**src/rtl/core/hms_pkg.sv**
```systemverilog
package hms_pkg;

	localparam int VAL_BITS = 32;

	typedef enum logic [2:0] {
		ST_LOAD,
		ST_SEG,
		ST_RD,
		ST_WR,
		ST_OUT
	} state_t;

	// write enables of the two banks
	typedef struct packed {
		logic we0;
		logic we1;
	} mem_we_t;

	// control that travels with one read result
	typedef struct packed {
		logic vld;
		logic last;
		logic ovf;
	} res_ctl_t;

endpackage

```
**src/rtl/core/hms_seq.sv**
```systemverilog
module hms_seq #(
	parameter int MAX_ITEMS   = 64,
	parameter int VALUE_WIDTH = 32,
	localparam int AW = $clog2(MAX_ITEMS),
	localparam int SW = (VALUE_WIDTH < hms_pkg::VAL_BITS) ? VALUE_WIDTH : hms_pkg::VAL_BITS
) (
	input  logic                      clk,
	input  logic                      arst_n,
	input  logic                      start,
	input  logic                      is_last,
	input  logic [SW-1:0]             ld_value,
	output logic                      busy,
	output hms_pkg::mem_we_t          mem_we,
	output logic [AW-1:0]             waddr,
	output logic [SW-1:0]             wdata,
	output logic [AW-1:0]             ra,
	output logic [AW-1:0]             rb,
	input  logic [SW-1:0]             q0a,
	input  logic [SW-1:0]             q0b,
	input  logic [SW-1:0]             q1a,
	input  logic [SW-1:0]             q1b,
	output hms_pkg::res_ctl_t         res_ctl,
	output logic [SW-1:0]             res_data
);
	import hms_pkg::*;

	localparam int CW = $clog2(MAX_ITEMS + 1);
	localparam int PW = CW + 2;
	// sign bit lies inside the stored word only when VALUE_WIDTH fits the port
	localparam logic FLIP = (VALUE_WIDTH <= VAL_BITS) ? 1'b1 : 1'b0;

	state_t state_q, state_d;
	logic [CW-1:0] cnt_q, cnt_d;
	logic ovf_q, ovf_d;
	logic bank_q, bank_d;
	logic [PW-1:0] w_q, w_d, lo_q, lo_d, mid_q, mid_d, hi_q, hi_d;
	logic [PW-1:0] a_q, a_d, b_q, b_d, k_q, k_d;
	logic [PW-1:0] nx, sum_mid, sum_hi, w_dbl;
	logic rvld_q, rvld_d, rlast_q, rlast_d, rovf_q, rovf_d;
	logic [SW-1:0] src_a, src_b, key_a, key_b;
	logic take_left;

	assign nx      = PW'(cnt_q);
	assign sum_mid = lo_q + w_q;
	assign w_dbl   = w_q << 1;
	assign sum_hi  = lo_q + w_dbl;
	assign src_a   = bank_q ? q1a : q0a;
	assign src_b   = bank_q ? q1b : q0b;
	assign key_a   = {src_a[SW-1] ^ FLIP, src_a[SW-2:0]};
	assign key_b   = {src_b[SW-1] ^ FLIP, src_b[SW-2:0]};
	assign take_left = (a_q < mid_q) && ((b_q >= hi_q) || (key_a <= key_b));

	assign busy     = (state_q != ST_LOAD);
	assign res_data = src_a;
	assign res_ctl  = '{vld: rvld_q, last: rlast_q, ovf: rovf_q};

	always_ff @(posedge clk or negedge arst_n) begin
		if (!arst_n) begin
			state_q <= ST_LOAD;
		end else begin
			state_q <= state_d;
		end
	end

	always_ff @(posedge clk or negedge arst_n) begin
		if (!arst_n) begin
			cnt_q   <= '0;
			ovf_q   <= 1'b0;
			bank_q  <= 1'b0;
			w_q     <= '0;
			lo_q    <= '0;
			mid_q   <= '0;
			hi_q    <= '0;
			a_q     <= '0;
			b_q     <= '0;
			k_q     <= '0;
			rvld_q  <= 1'b0;
			rlast_q <= 1'b0;
			rovf_q  <= 1'b0;
		end else begin
			cnt_q   <= cnt_d;
			ovf_q   <= ovf_d;
			bank_q  <= bank_d;
			w_q     <= w_d;
			lo_q    <= lo_d;
			mid_q   <= mid_d;
			hi_q    <= hi_d;
			a_q     <= a_d;
			b_q     <= b_d;
			k_q     <= k_d;
			rvld_q  <= rvld_d;
			rlast_q <= rlast_d;
			rovf_q  <= rovf_d;
		end
	end

	always_comb begin
		state_d = state_q;
		cnt_d   = cnt_q;
		ovf_d   = ovf_q;
		bank_d  = bank_q;
		w_d     = w_q;
		lo_d    = lo_q;
		mid_d   = mid_q;
		hi_d    = hi_q;
		a_d     = a_q;
		b_d     = b_q;
		k_d     = k_q;
		rvld_d  = 1'b0;
		rlast_d = 1'b0;
		rovf_d  = rovf_q;
		mem_we  = '0;
		waddr   = k_q[AW-1:0];
		wdata   = ld_value;
		ra      = a_q[AW-1:0];
		rb      = b_q[AW-1:0];
		case (state_q)
			ST_LOAD: begin
				if (start) begin
					waddr = cnt_q[AW-1:0];
					if (cnt_q < CW'(MAX_ITEMS)) begin
						mem_we.we0 = 1'b1;
						cnt_d      = cnt_q + CW'(1);
					end else begin
						ovf_d = 1'b1;
					end
					if (is_last) begin
						lo_d   = '0;
						k_d    = '0;
						w_d    = PW'(1);
						bank_d = 1'b0;
						state_d = (cnt_d < CW'(2)) ? ST_OUT : ST_SEG;
					end
				end
			end
			ST_SEG: begin
				// clip both runs of this pair at the batch end
				mid_d   = (sum_mid < nx) ? sum_mid : nx;
				hi_d    = (sum_hi < nx) ? sum_hi : nx;
				a_d     = lo_q;
				b_d     = mid_d;
				k_d     = lo_q;
				state_d = ST_RD;
			end
			ST_RD: begin
				state_d = ST_WR;
			end
			ST_WR: begin
				wdata = take_left ? src_a : src_b;
				if (bank_q) begin
					mem_we.we0 = 1'b1;
				end else begin
					mem_we.we1 = 1'b1;
				end
				if (take_left) begin
					a_d = a_q + PW'(1);
				end else begin
					b_d = b_q + PW'(1);
				end
				k_d = k_q + PW'(1);
				if (k_q + PW'(1) == hi_q) begin
					if (hi_q == nx) begin
						// pass done: swap banks and double the run length
						w_d     = w_dbl;
						bank_d  = ~bank_q;
						lo_d    = '0;
						k_d     = '0;
						state_d = (w_dbl >= nx) ? ST_OUT : ST_SEG;
					end else begin
						lo_d    = hi_q;
						state_d = ST_SEG;
					end
				end else begin
					state_d = ST_RD;
				end
			end
			ST_OUT: begin
				ra      = k_q[AW-1:0];
				rvld_d  = 1'b1;
				rlast_d = (k_q + PW'(1) == nx);
				rovf_d  = ovf_q;
				k_d     = k_q + PW'(1);
				if (k_q + PW'(1) == nx) begin
					cnt_d   = '0;
					ovf_d   = 1'b0;
					state_d = ST_LOAD;
				end
			end
			default: begin
				state_d = ST_LOAD;
			end
		endcase
	end

	a_src_left: assert property (@(posedge clk) disable iff (!arst_n)
		(state_q == ST_WR) |-> (a_q < mid_q || b_q < hi_q))
		else $error("merge step with both runs empty");

	a_k_track: assert property (@(posedge clk) disable iff (!arst_n)
		(state_q == ST_WR) |-> (k_q + mid_q == a_q + b_q))
		else $error("merge output index out of step with run heads");

	a_rvld_src: assert property (@(posedge clk) disable iff (!arst_n)
		rvld_q |-> $past(state_q == ST_OUT))
		else $error("result read without output phase");

	a_cnt_max: assert property (@(posedge clk) disable iff (!arst_n)
		cnt_q <= CW'(MAX_ITEMS))
		else $error("item count beyond store depth");

	a_last_idle: assert property (@(posedge clk) disable iff (!arst_n)
		(rvld_q && rlast_q) |-> (state_q == ST_LOAD && cnt_q == '0))
		else $error("final result while batch state still live");

endmodule

```
**config.mk**
```make
export PLATFORM = sky130hd
export DESIGN_NAME = hms_seq
export DESIGN_NICKNAME = d
export VERILOG_FILES = /design/src/rtl/core/hms_pkg.sv /design/src/rtl/core/hms_seq.sv
export SDC_FILE = /design/constraint.sdc
export NUM_CORES = 1
export LEC_CHECK = 0
export ABC_AREA = 1
export BUFFER_PORTS_ARGS = -buffer_cell sky130_fd_sc_hd__buf_2
export CAP_MARGIN = 20
export CORE_AREA = 2 2 159 161
export CTS_CLUSTER_SIZE = 40
export DETAILED_ROUTE_END_ITERATION = 7
export DIE_AREA = 0 0 161 163
export GPL_TIMING_DRIVEN = 0
export PLACE_DENSITY = 0.6
export REMOVE_ABC_BUFFERS = 1
export SLEW_MARGIN = 20
export SYNTH_ARGS = -nofsm -noshare
export SYNTH_HDL_FRONTEND = slang
export SYNTH_SLANG_ARGS = --single-unit
```
**constraint.sdc**
```tcl
create_clock -name clk -period 6.1 [get_ports clk]
set_input_delay 1.83 -clock clk [delete_from_list [all_inputs] [get_ports clk]]
set_output_delay 1.83 -clock clk [all_outputs]
set_load 0.01 [all_outputs]
```
==> results of run 1 <==
per-layer routing:
| layer | part of all wire, % | global-route usage [%] | routed length, um | vias up |
|---|---|---|---|---|
| li1 | - | - | - | 4863 |
| met1 | 40 | 29.1 | 13200 | 4556 |
| met2 | 49 | 42.0 | 16200 | 380 |
| met3 | 6.7 | 4.30 | 2220 | 78 |
| met4 | 4.2 | 12.1 | 1370 | 4 |
| met5 | 0.082 | 0 | 27 | - |
through the flow:
stage	total power (W)	hold WS, ns	setup TNS, ns
floorplan	0.000630	0.436	-46.55
global placement	0.000745	0.452	-207.98
detailed placement	0.000749	0.454	-30.08
CTS	0.00132	0.470	0
global route	0.00136	0.502	-0.348
finish	0.00131	0.467	0
power by group:
part           leakage (nW)  total, W  internal [W]  switching [W]
Clock                 0.148  0.000565      0.000342       0.000223
Sequential             1.05  0.000522      0.000519     0.00000333
Combinational          4.56  0.000220     0.0000968       0.000123
Total                  5.75   0.00131      0.000957       0.000349
layout make-up:
type,instances,share of cell area (%)
inverters,122,4.32
well taps,330,3.82
diodes,6,0.139
clock inverters,2,0.359
multi-input cells,1058,56.2
flip-flops and latches,78,18.1
repair buffers,272,14.7
clock buffers,14,2.44
worst max path at each step:
stage	from	to	slack (ns)	depth (start not counted)
floorplan	bank_q$_DFFE_PN0P_	wdata[0]	-1.46	14
global route	q1a[31]	wdata[7]	-0.03	16
CTS	q1a[31]	wdata[21]	0.03	14
finish	q1a[31]	wdata[0]	0.1	16
detailed placement	q1a[31]	wdata[0]	-1.09	15
global placement	bank_q$_DFFE_PN0P_	wdata[0]	-4.53	15
logic make-up after synthesis:
logic type               count (synthesis)
flip-flops                              78
AO/OA/AOI/OAI                          132
adder cells (fa/ha/maj)                 88
XOR/XNOR                                28
buffers and inverters                  183
AND/OR/NAND/NOR                        776
multiplexers                            30
cell usage in the layout (no fill, tap or decap), types with 6 or more instances in the layout:
master and count:
mux2i_1 30, clkbuf_16 10, buf_2 250, nand3b_1 35
inv_1 112, buf_8 6, o22ai_1 9, xor2_1 22
nor2_1 55, nor3_1 11, nand2_1 452, ha_1 86
a21oi_1 45, dfrtp_1 77, nand3_1 121, nand2_2 14
buf_4 7, nand4_1 66, o21ai_0 47, diode_2 6
o21ai_2 9
sequential cells by signal, indices dropped and copies added, names as in the netlist, 3 cells and up:
| name | cells |
|---|---|
| lo_q | 9 |
| b_q | 9 |
| state_q | 3 |
| w_q | 9 |
| k_q | 9 |
| a_q | 9 |
| mid_q | 9 |
| cnt_q | 7 |
| hi_q | 9 |
critical path: stages:
cell and delay, ns:
buf_2 0.09, or2_2 0.27, o21ai_0 0.13, ha_1 0.21, nand2_1 0.09, nor2_2 0.15
nand2_1 0.12, nor4_2 0.20, nand2_1 0.10, nand2_2 0.12, nand3_4 0.15, buf_12 0.21
nand2_8 0.08, nand3_1 0.15, nand3_1 0.11, buf_2 0.14
what timing repair did:
item / CTS / global route
resized for setup: 4 / 8
gates cloned: 2 / 3
setup buffers: 3 / 5
pin swaps: 1 / 4
endpoints found under the setup margin: 32 / 25
==> metrics.yaml, run 1 <==
outcome: "completed"
end_kind: "output pin"
max-slew-margin-rel_pct: 31.1
clk_pin_slew_ns: 0.06
die_h_um: 163
drv_cap: 0
leakagePower_nw: 5.75
powerDensity_nw_per_um2: 121
synthSimpleGateAreaFrac_pct: 40.5
clock-root-buffer: "clkbuf_16"
fin_util_pct: 43.8
crit_fanout: 5
regArea_sq_um: 1960
place_inst: 1846
gr-total-overflow: 0
seq_area_frac_synth_pct: 22.6
r2r_start: "bank_q$_DFFE_PN0P_"
finalMaxSlewViolations: 0
min_to: "mid_q[8]$_DFFE_PN0P_"
yosysWarnings: 0
synth-seq-cells: 78
fin_cells: 1882
cts_made_buffers: 9
place_ws_ns: -1.09
grt_pass1_wl_mm: 50.3
fin_crit_sh_pct: 98.4
r2r-end: "b_q[2]$_DFFE_PN0P_"
max_freq_ghz: 0.167
grt_start_max_net_pins: 63
clock_path_buffers: 2
start_util_pct: 35.1
cts_hold_buf: 0
timing.reg2reg.setup_slack_ns: 2.11
period_minus_slack_ns: 6.00
synth-xor-area-share_pct: 2.99
design.portCount: 252
coreArea_sq_um: 24700
fin_nets: 1793
num_rows: 58
area_growth_pct: 24.8
postRouteAntennaNets: 0
worstSetupPathType: "input port to output pin"
dieWidth_um: 161
syn_area_per_cell_sq_um: 6.58
routed_wirelength_mm: 33.0
synth_cell_types: 48
nFillCells: 2635
ir_drop_mv: 0.133
multiInputGateArea_sq_um: 6060
grt_use_total_pct: 24.3
synth_area_sq_um: 8650
routabilityCongestion: 0.928
cts_sinks: 78
hold_start: "mid_q[8]$_DFFE_PN0P_"
die_area_sq_um: 26200
critPathArrivalTime_ns: 4.17
first_pass_iters: 5
final_design_area_no_fill_sq_um: 10800
vias_per_cell: 5.25
hold_depth: 2
cts_tree: "yes"
drc_errors: 0
synth_fa_ha_area_share_pct: 12.9
worstSkewPairLatency_ns: 0.35
synth_enable_flop_cells: 0
cp_data_required_time_ns: 4.27
synth_area_leaders: "dfrtp_1 23%, nand2_1 20%, ha_1 12%, nand3_1 7.0%, inv_1 4.9%"
worst_pin_slew_ns: 1.03
cts_max_level: 3
synth_top_family_by_area: "simple AND/OR/NAND/NOR gates"
worstRegToRegCells: 18
holdCritPathClass: "register to register"
drive_gt1_share_pct: 22.3
clock_skew_ns: 0.0127
portBuffers: 251
finalSetupViolations: 0
synth_top_area_share_pct: 22.6
synth.largest_area_cell: "dfrtp_1"
wire_per_inst_um: 17.5
setup_slack_ns: 0.0961
ys.flop_type: "dfrtp_1"
antenna_found_initial: 8
synth_compound_area_share_pct: 8.91
hold_violations: 0
start_kind: "input port"
synthCells: 1315
placed_cell_area_sq_um: 10200
drtIter0Drc: 617
synth_async_sr_flop_share_pct: 100
dp_hpwl_mm: 25.1
grt_pass1_vias: 9289
num_vias: 9881
synthTopCellsByCount: "454 x nand2_1, 121 x nand3_1, 112 x inv_1"
synth.most_common_cell: "nand2_1"
synth.mux.area_fraction_pct: 3.47
No activity file was read; power rests on OpenSTA's default activity.
==> inputs of run 2 (changes only) <==
--- a/config.mk
+++ b/config.mk
@@ -5,13 +5,13 @@
 export SDC_FILE = /design/constraint.sdc
 export NUM_CORES = 1
 export LEC_CHECK = 0
-export ABC_AREA = 1
+export ABC_AREA = 0
 export BUFFER_PORTS_ARGS = -buffer_cell sky130_fd_sc_hd__buf_2
 export CAP_MARGIN = 20
-export CORE_AREA = 2 2 159 161
+export CORE_AREA = 2 2 156 158
 export CTS_CLUSTER_SIZE = 40
 export DETAILED_ROUTE_END_ITERATION = 7
-export DIE_AREA = 0 0 161 163
+export DIE_AREA = 0 0 158 160
 export GPL_TIMING_DRIVEN = 0
 export PLACE_DENSITY = 0.6
 export REMOVE_ABC_BUFFERS = 1
==> metrics.yaml, run 2 <==
first_pass_iters: 5  # unchanged
synth-seq-cells: 78  # unchanged
powerDensity_nw_per_um2: 119  # -1.6%
holdCritPathClass: "register to register"
die_h_um: 160  # -1.8%
grt_start_max_net_pins: 79  # +25%
cts_tree: "yes"
seq_area_frac_synth_pct: 23.5  # +0.90 points
synth.mux.area_fraction_pct: 10.5  # +7.1 points
synth.largest_area_cell: "dfrtp_1"
syn_area_per_cell_sq_um: 8.17  # +24%
p_int_w: 0.000922  # -3.7%
met3WireLength_mm: 2.02  # -9.1%
synthSimpleGateAreaFrac_pct: 17.5  # -23 points
finalPower_w: 0.00129  # -0.87%
final.setup.tns_ns: -4.87  # -4.87 ns
num_vias: 8729  # -12%
hold_violations: 0  # unchanged
design.portCount: 252  # unchanged
net-switching-power_w: 0.000373  # +6.9%
cts_max_level: 3  # unchanged
top_layer_used: "met5"
synth-xor-area-share_pct: 5.56  # +2.6 points
clkPwrFrac_pct: 40.8  # -2.4 points
grt_pass1_vias: 8470  # -8.8%
cp_data_required_time_ns: 4.27  # about the same
crit_fanout: 6  # +1
outcome: "finished, violations left"
routabilityCongestion: 0.886  # -4.5%
postRouteAntennaNets: 0  # unchanged
cp_num_buf_inv: 7  # +4
coreArea_sq_um: 23800  # -3.5%
synth_fa_ha_area_share_pct: 13.5  # +0.63 points
max-slew-margin-rel_pct: 29.7  # -1.4 points
ys.flop_type: "dfrtp_1"
num_rows: 57  # -1.7%
timing.reg2reg.setup_slack_ns: 1.79  # -0.32 ns
drtIter0Drc: 511  # -17%
dp_hpwl_mm: 23.0  # -8.5%
grt_pass1_wl_mm: 45.9  # -8.6%
fin_util_pct: 45.7  # +1.9 points
clk_pin_slew_ns: 0.07  # about the same
finalMaxSlewViolations: 0  # unchanged
yosysWarnings: 0  # unchanged
portBuffers: 251  # unchanged
crit_chain: "buf_6 -> mux2_4 -> ha_4 -> nand4_1 -> nor3_4 -> nand2b_1 -> a31oi_1 -> o211ai_1 -> buf_4 -> buf_8 -> buf_8 -> buf_12 -> buf_16 -> a31oi_2 -> o21ai_1 -> buf_2"
grt_use_total_pct: 23.5  # -0.80 points
seq_power_share_pct: 39.9  # about the same
clock_skew_ns: 0.00841  # -0.00433 ns
violations: "negative setup slack"
cts_hold_buf: 0  # unchanged
placed_cell_area_sq_um: 9700  # -5.4%
routed_wirelength_mm: 30.7  # -7.0%
comb_power_share_pct: 19.2  # +2.4 points
cts_made_buffers: 9  # unchanged
wire_per_inst_um: 19.5  # +11%
worstRegToRegCells: 15  # -3
synth_area_sq_um: 8320  # -3.8%
final_design_area_no_fill_sq_um: 10900  # +0.76%
critPathMaxStageDelay_ns: 0.30  # +0.03 ns
synth_async_sr_flop_share_pct: 100  # unchanged
r2r_start: "bank_q$_DFFE_PN0P_"
ir_drop_mv: 0.108  # -19%
vias_per_cell: 5.56  # +5.9%
start_kind: "input port"
critPathArrivalTime_ns: 4.52  # +0.35 ns
gr-total-overflow: 0  # unchanged
place_ws_ns: -1.28  # -0.195 ns
final_common_cell: "buf_2"
end_kind: "output pin"
setup_slack_ns: -0.248  # -0.344 ns
worstSetupPathType: "input port to output pin"
hold_depth: 1  # -1
synthTopCellsByCount: "110 x nand2_1, 86 x ha_1, 78 x dfrtp_1, 78 x o21ai_0, 77 x a21oi_1"
worst_pin_slew_ns: 1.05  # +0.0276 ns
clock-root-buffer: "clkbuf_16"
hold_start: "mid_q[1]$_DFFE_PN0P_"
synth_top_family_by_area: "compound AO/OA/AOI/OAI gates"
clock_path_buffers: 2  # unchanged
crit_path_frequent_cell: "buf_8"
drive_gt1_share_pct: 34.4  # +12 points
drc_errors: 0  # unchanged
synth_cell_types: 75  # +56%
max_freq_ghz: 0.158  # -5.4%
rsz0062_at_grt: "yes"
dr_wl_met2_mm: 15.0  # -7.2%
leakagePower_nw: 5.00  # -13%
fin_nets: 1490  # -17%
period_minus_slack_ns: 6.35  # +0.344 ns
die_area_sq_um: 25300  # -3.7%
min_to: "mid_q[1]$_DFFE_PN0P_"
final_cell_mix: "242 x buf_2, 108 x nand2_1, 76 x dfrtp_1, 67 x ha_1, 65 x a21oi_1"
synth_compound_area_share_pct: 22.2  # +13 points
r2r-end: "a_q[1]$_DFFE_PN0P_"
dieWidth_um: 158  # -1.9%
drv_cap: 0  # unchanged
synth_top_area_share_pct: 23.5  # +0.90 points
fin_crit_sh_pct: 104  # +5.6 points
finalSetupViolations: 32  # +32
switching_share_pct: 28.8  # +2.1 points
crit_family: "buffers and inverters"
synth_area_leaders: "dfrtp_1 23%, ha_1 13%, mux2_2 6.1%, nand2_1 5.0%, o21ai_0 4.7%"
worstSkewPairLatency_ns: 0.35  # about the same
slowest_stage: "mux2_4"
wl_met1_mm: 12.0  # -9.3%
area_growth_pct: 30.8
synthCells: 1019  # -23%
synth_enable_flop_cells: 0  # unchanged
antenna_found_initial: 4  # -4
synth.most_common_cell: "nand2_1"
cts_sinks: 78  # unchanged
start_util_pct: 34.9  # -0.13 points
==> run 2: power by group through the flow <==
stage / Clock, W / Combinational (W) / Sequential, W
after floorplan: 0 / 0.0000859 / 0.000527
after global placement: 0 / 0.000195 / 0.000527
after detailed placement: 0 / 0.000199 / 0.000527
after CTS: 0.000535 / 0.000240 / 0.000517
after global routing: 0.000563 / 0.000271 / 0.000517
final: 0.000529 / 0.000249 / 0.000517
==> run 2: worst register-to-register path, stage by stage (launching register included) <==
cell and delay, ns:
dfrtp_4 0.64, buf_16 0.35, mux2_2 0.49, ha_1 0.32
a21oi_1 0.18, o21ai_2 0.12, a221oi_2 0.25, a31oi_1 0.12
o211ai_1 0.22, buf_4 0.18, buf_8 0.12, buf_8 0.14
nand2_8 0.06, buf_4 0.25, a21oi_2 0.39, mux2_2 0.38
==> run 2: how the worst max path moves through the flow <==
stage,slack (ns),start,to,cells after the start
floorplan,-2.62,bank_q$_DFFE_PN0P_,wdata[0],10
global placement,-5.66,bank_q$_DFFE_PN0P_,wdata[0],12
detailed placement,-1.28,q1a[29],wdata[31],15
CTS,-0.22,q0a[29],wdata[20],16
global route,-0.39,q0a[27],wdata[10],16
finish,-0.25,q0a[27],wdata[27],16
==> run 2: routing by layer <==
metal	vias up	global-route usage [%]
met1	4105	27.8
li1	4197	-
met3	83	3.31
met5	-	0
met2	342	40.8
met4	2	12.6
==> run 2: final cells by class <==
class                   count  area, sq um
fillers                  2386        12900
multi-input cells         810         6320
flip-flops and latches     78         1960
repair buffers            292         1740
well taps                 324          405
clock buffers               9          225
inverters                  47          176
clock inverters             7         57.6
diodes                      3         7.51
==> run 2: stage by stage <==
step | hold WS [ns] | instances
3_3_place_gp | 0.463 | 1510
5_1_grt | 0.496 | 1570
3_5_place_dp | 0.466 | 1519
4_1_cts | 0.481 | 1560
6_report | 0.477 | 1570
2_1_floorplan | 0.446 | 935
==> run 2: timing repair <==
action,4_1_cts,5_1_grt
gates resized for setup,101,17
endpoints found under the setup margin,32,32
setup buffers,24,7
pin swaps,25,20
cloned,1,0
==> run 2: kinds of logic (layout without fill, tap and decap cells) <==
kind of cell	count (synthesis)	after routing
simple gates	300	300
compound gates	295	295
buf+inv	131	355
fa+ha+maj	89	89
mux	82	82
flops	78	78
xor+xnor	44	44
other cells	0	3
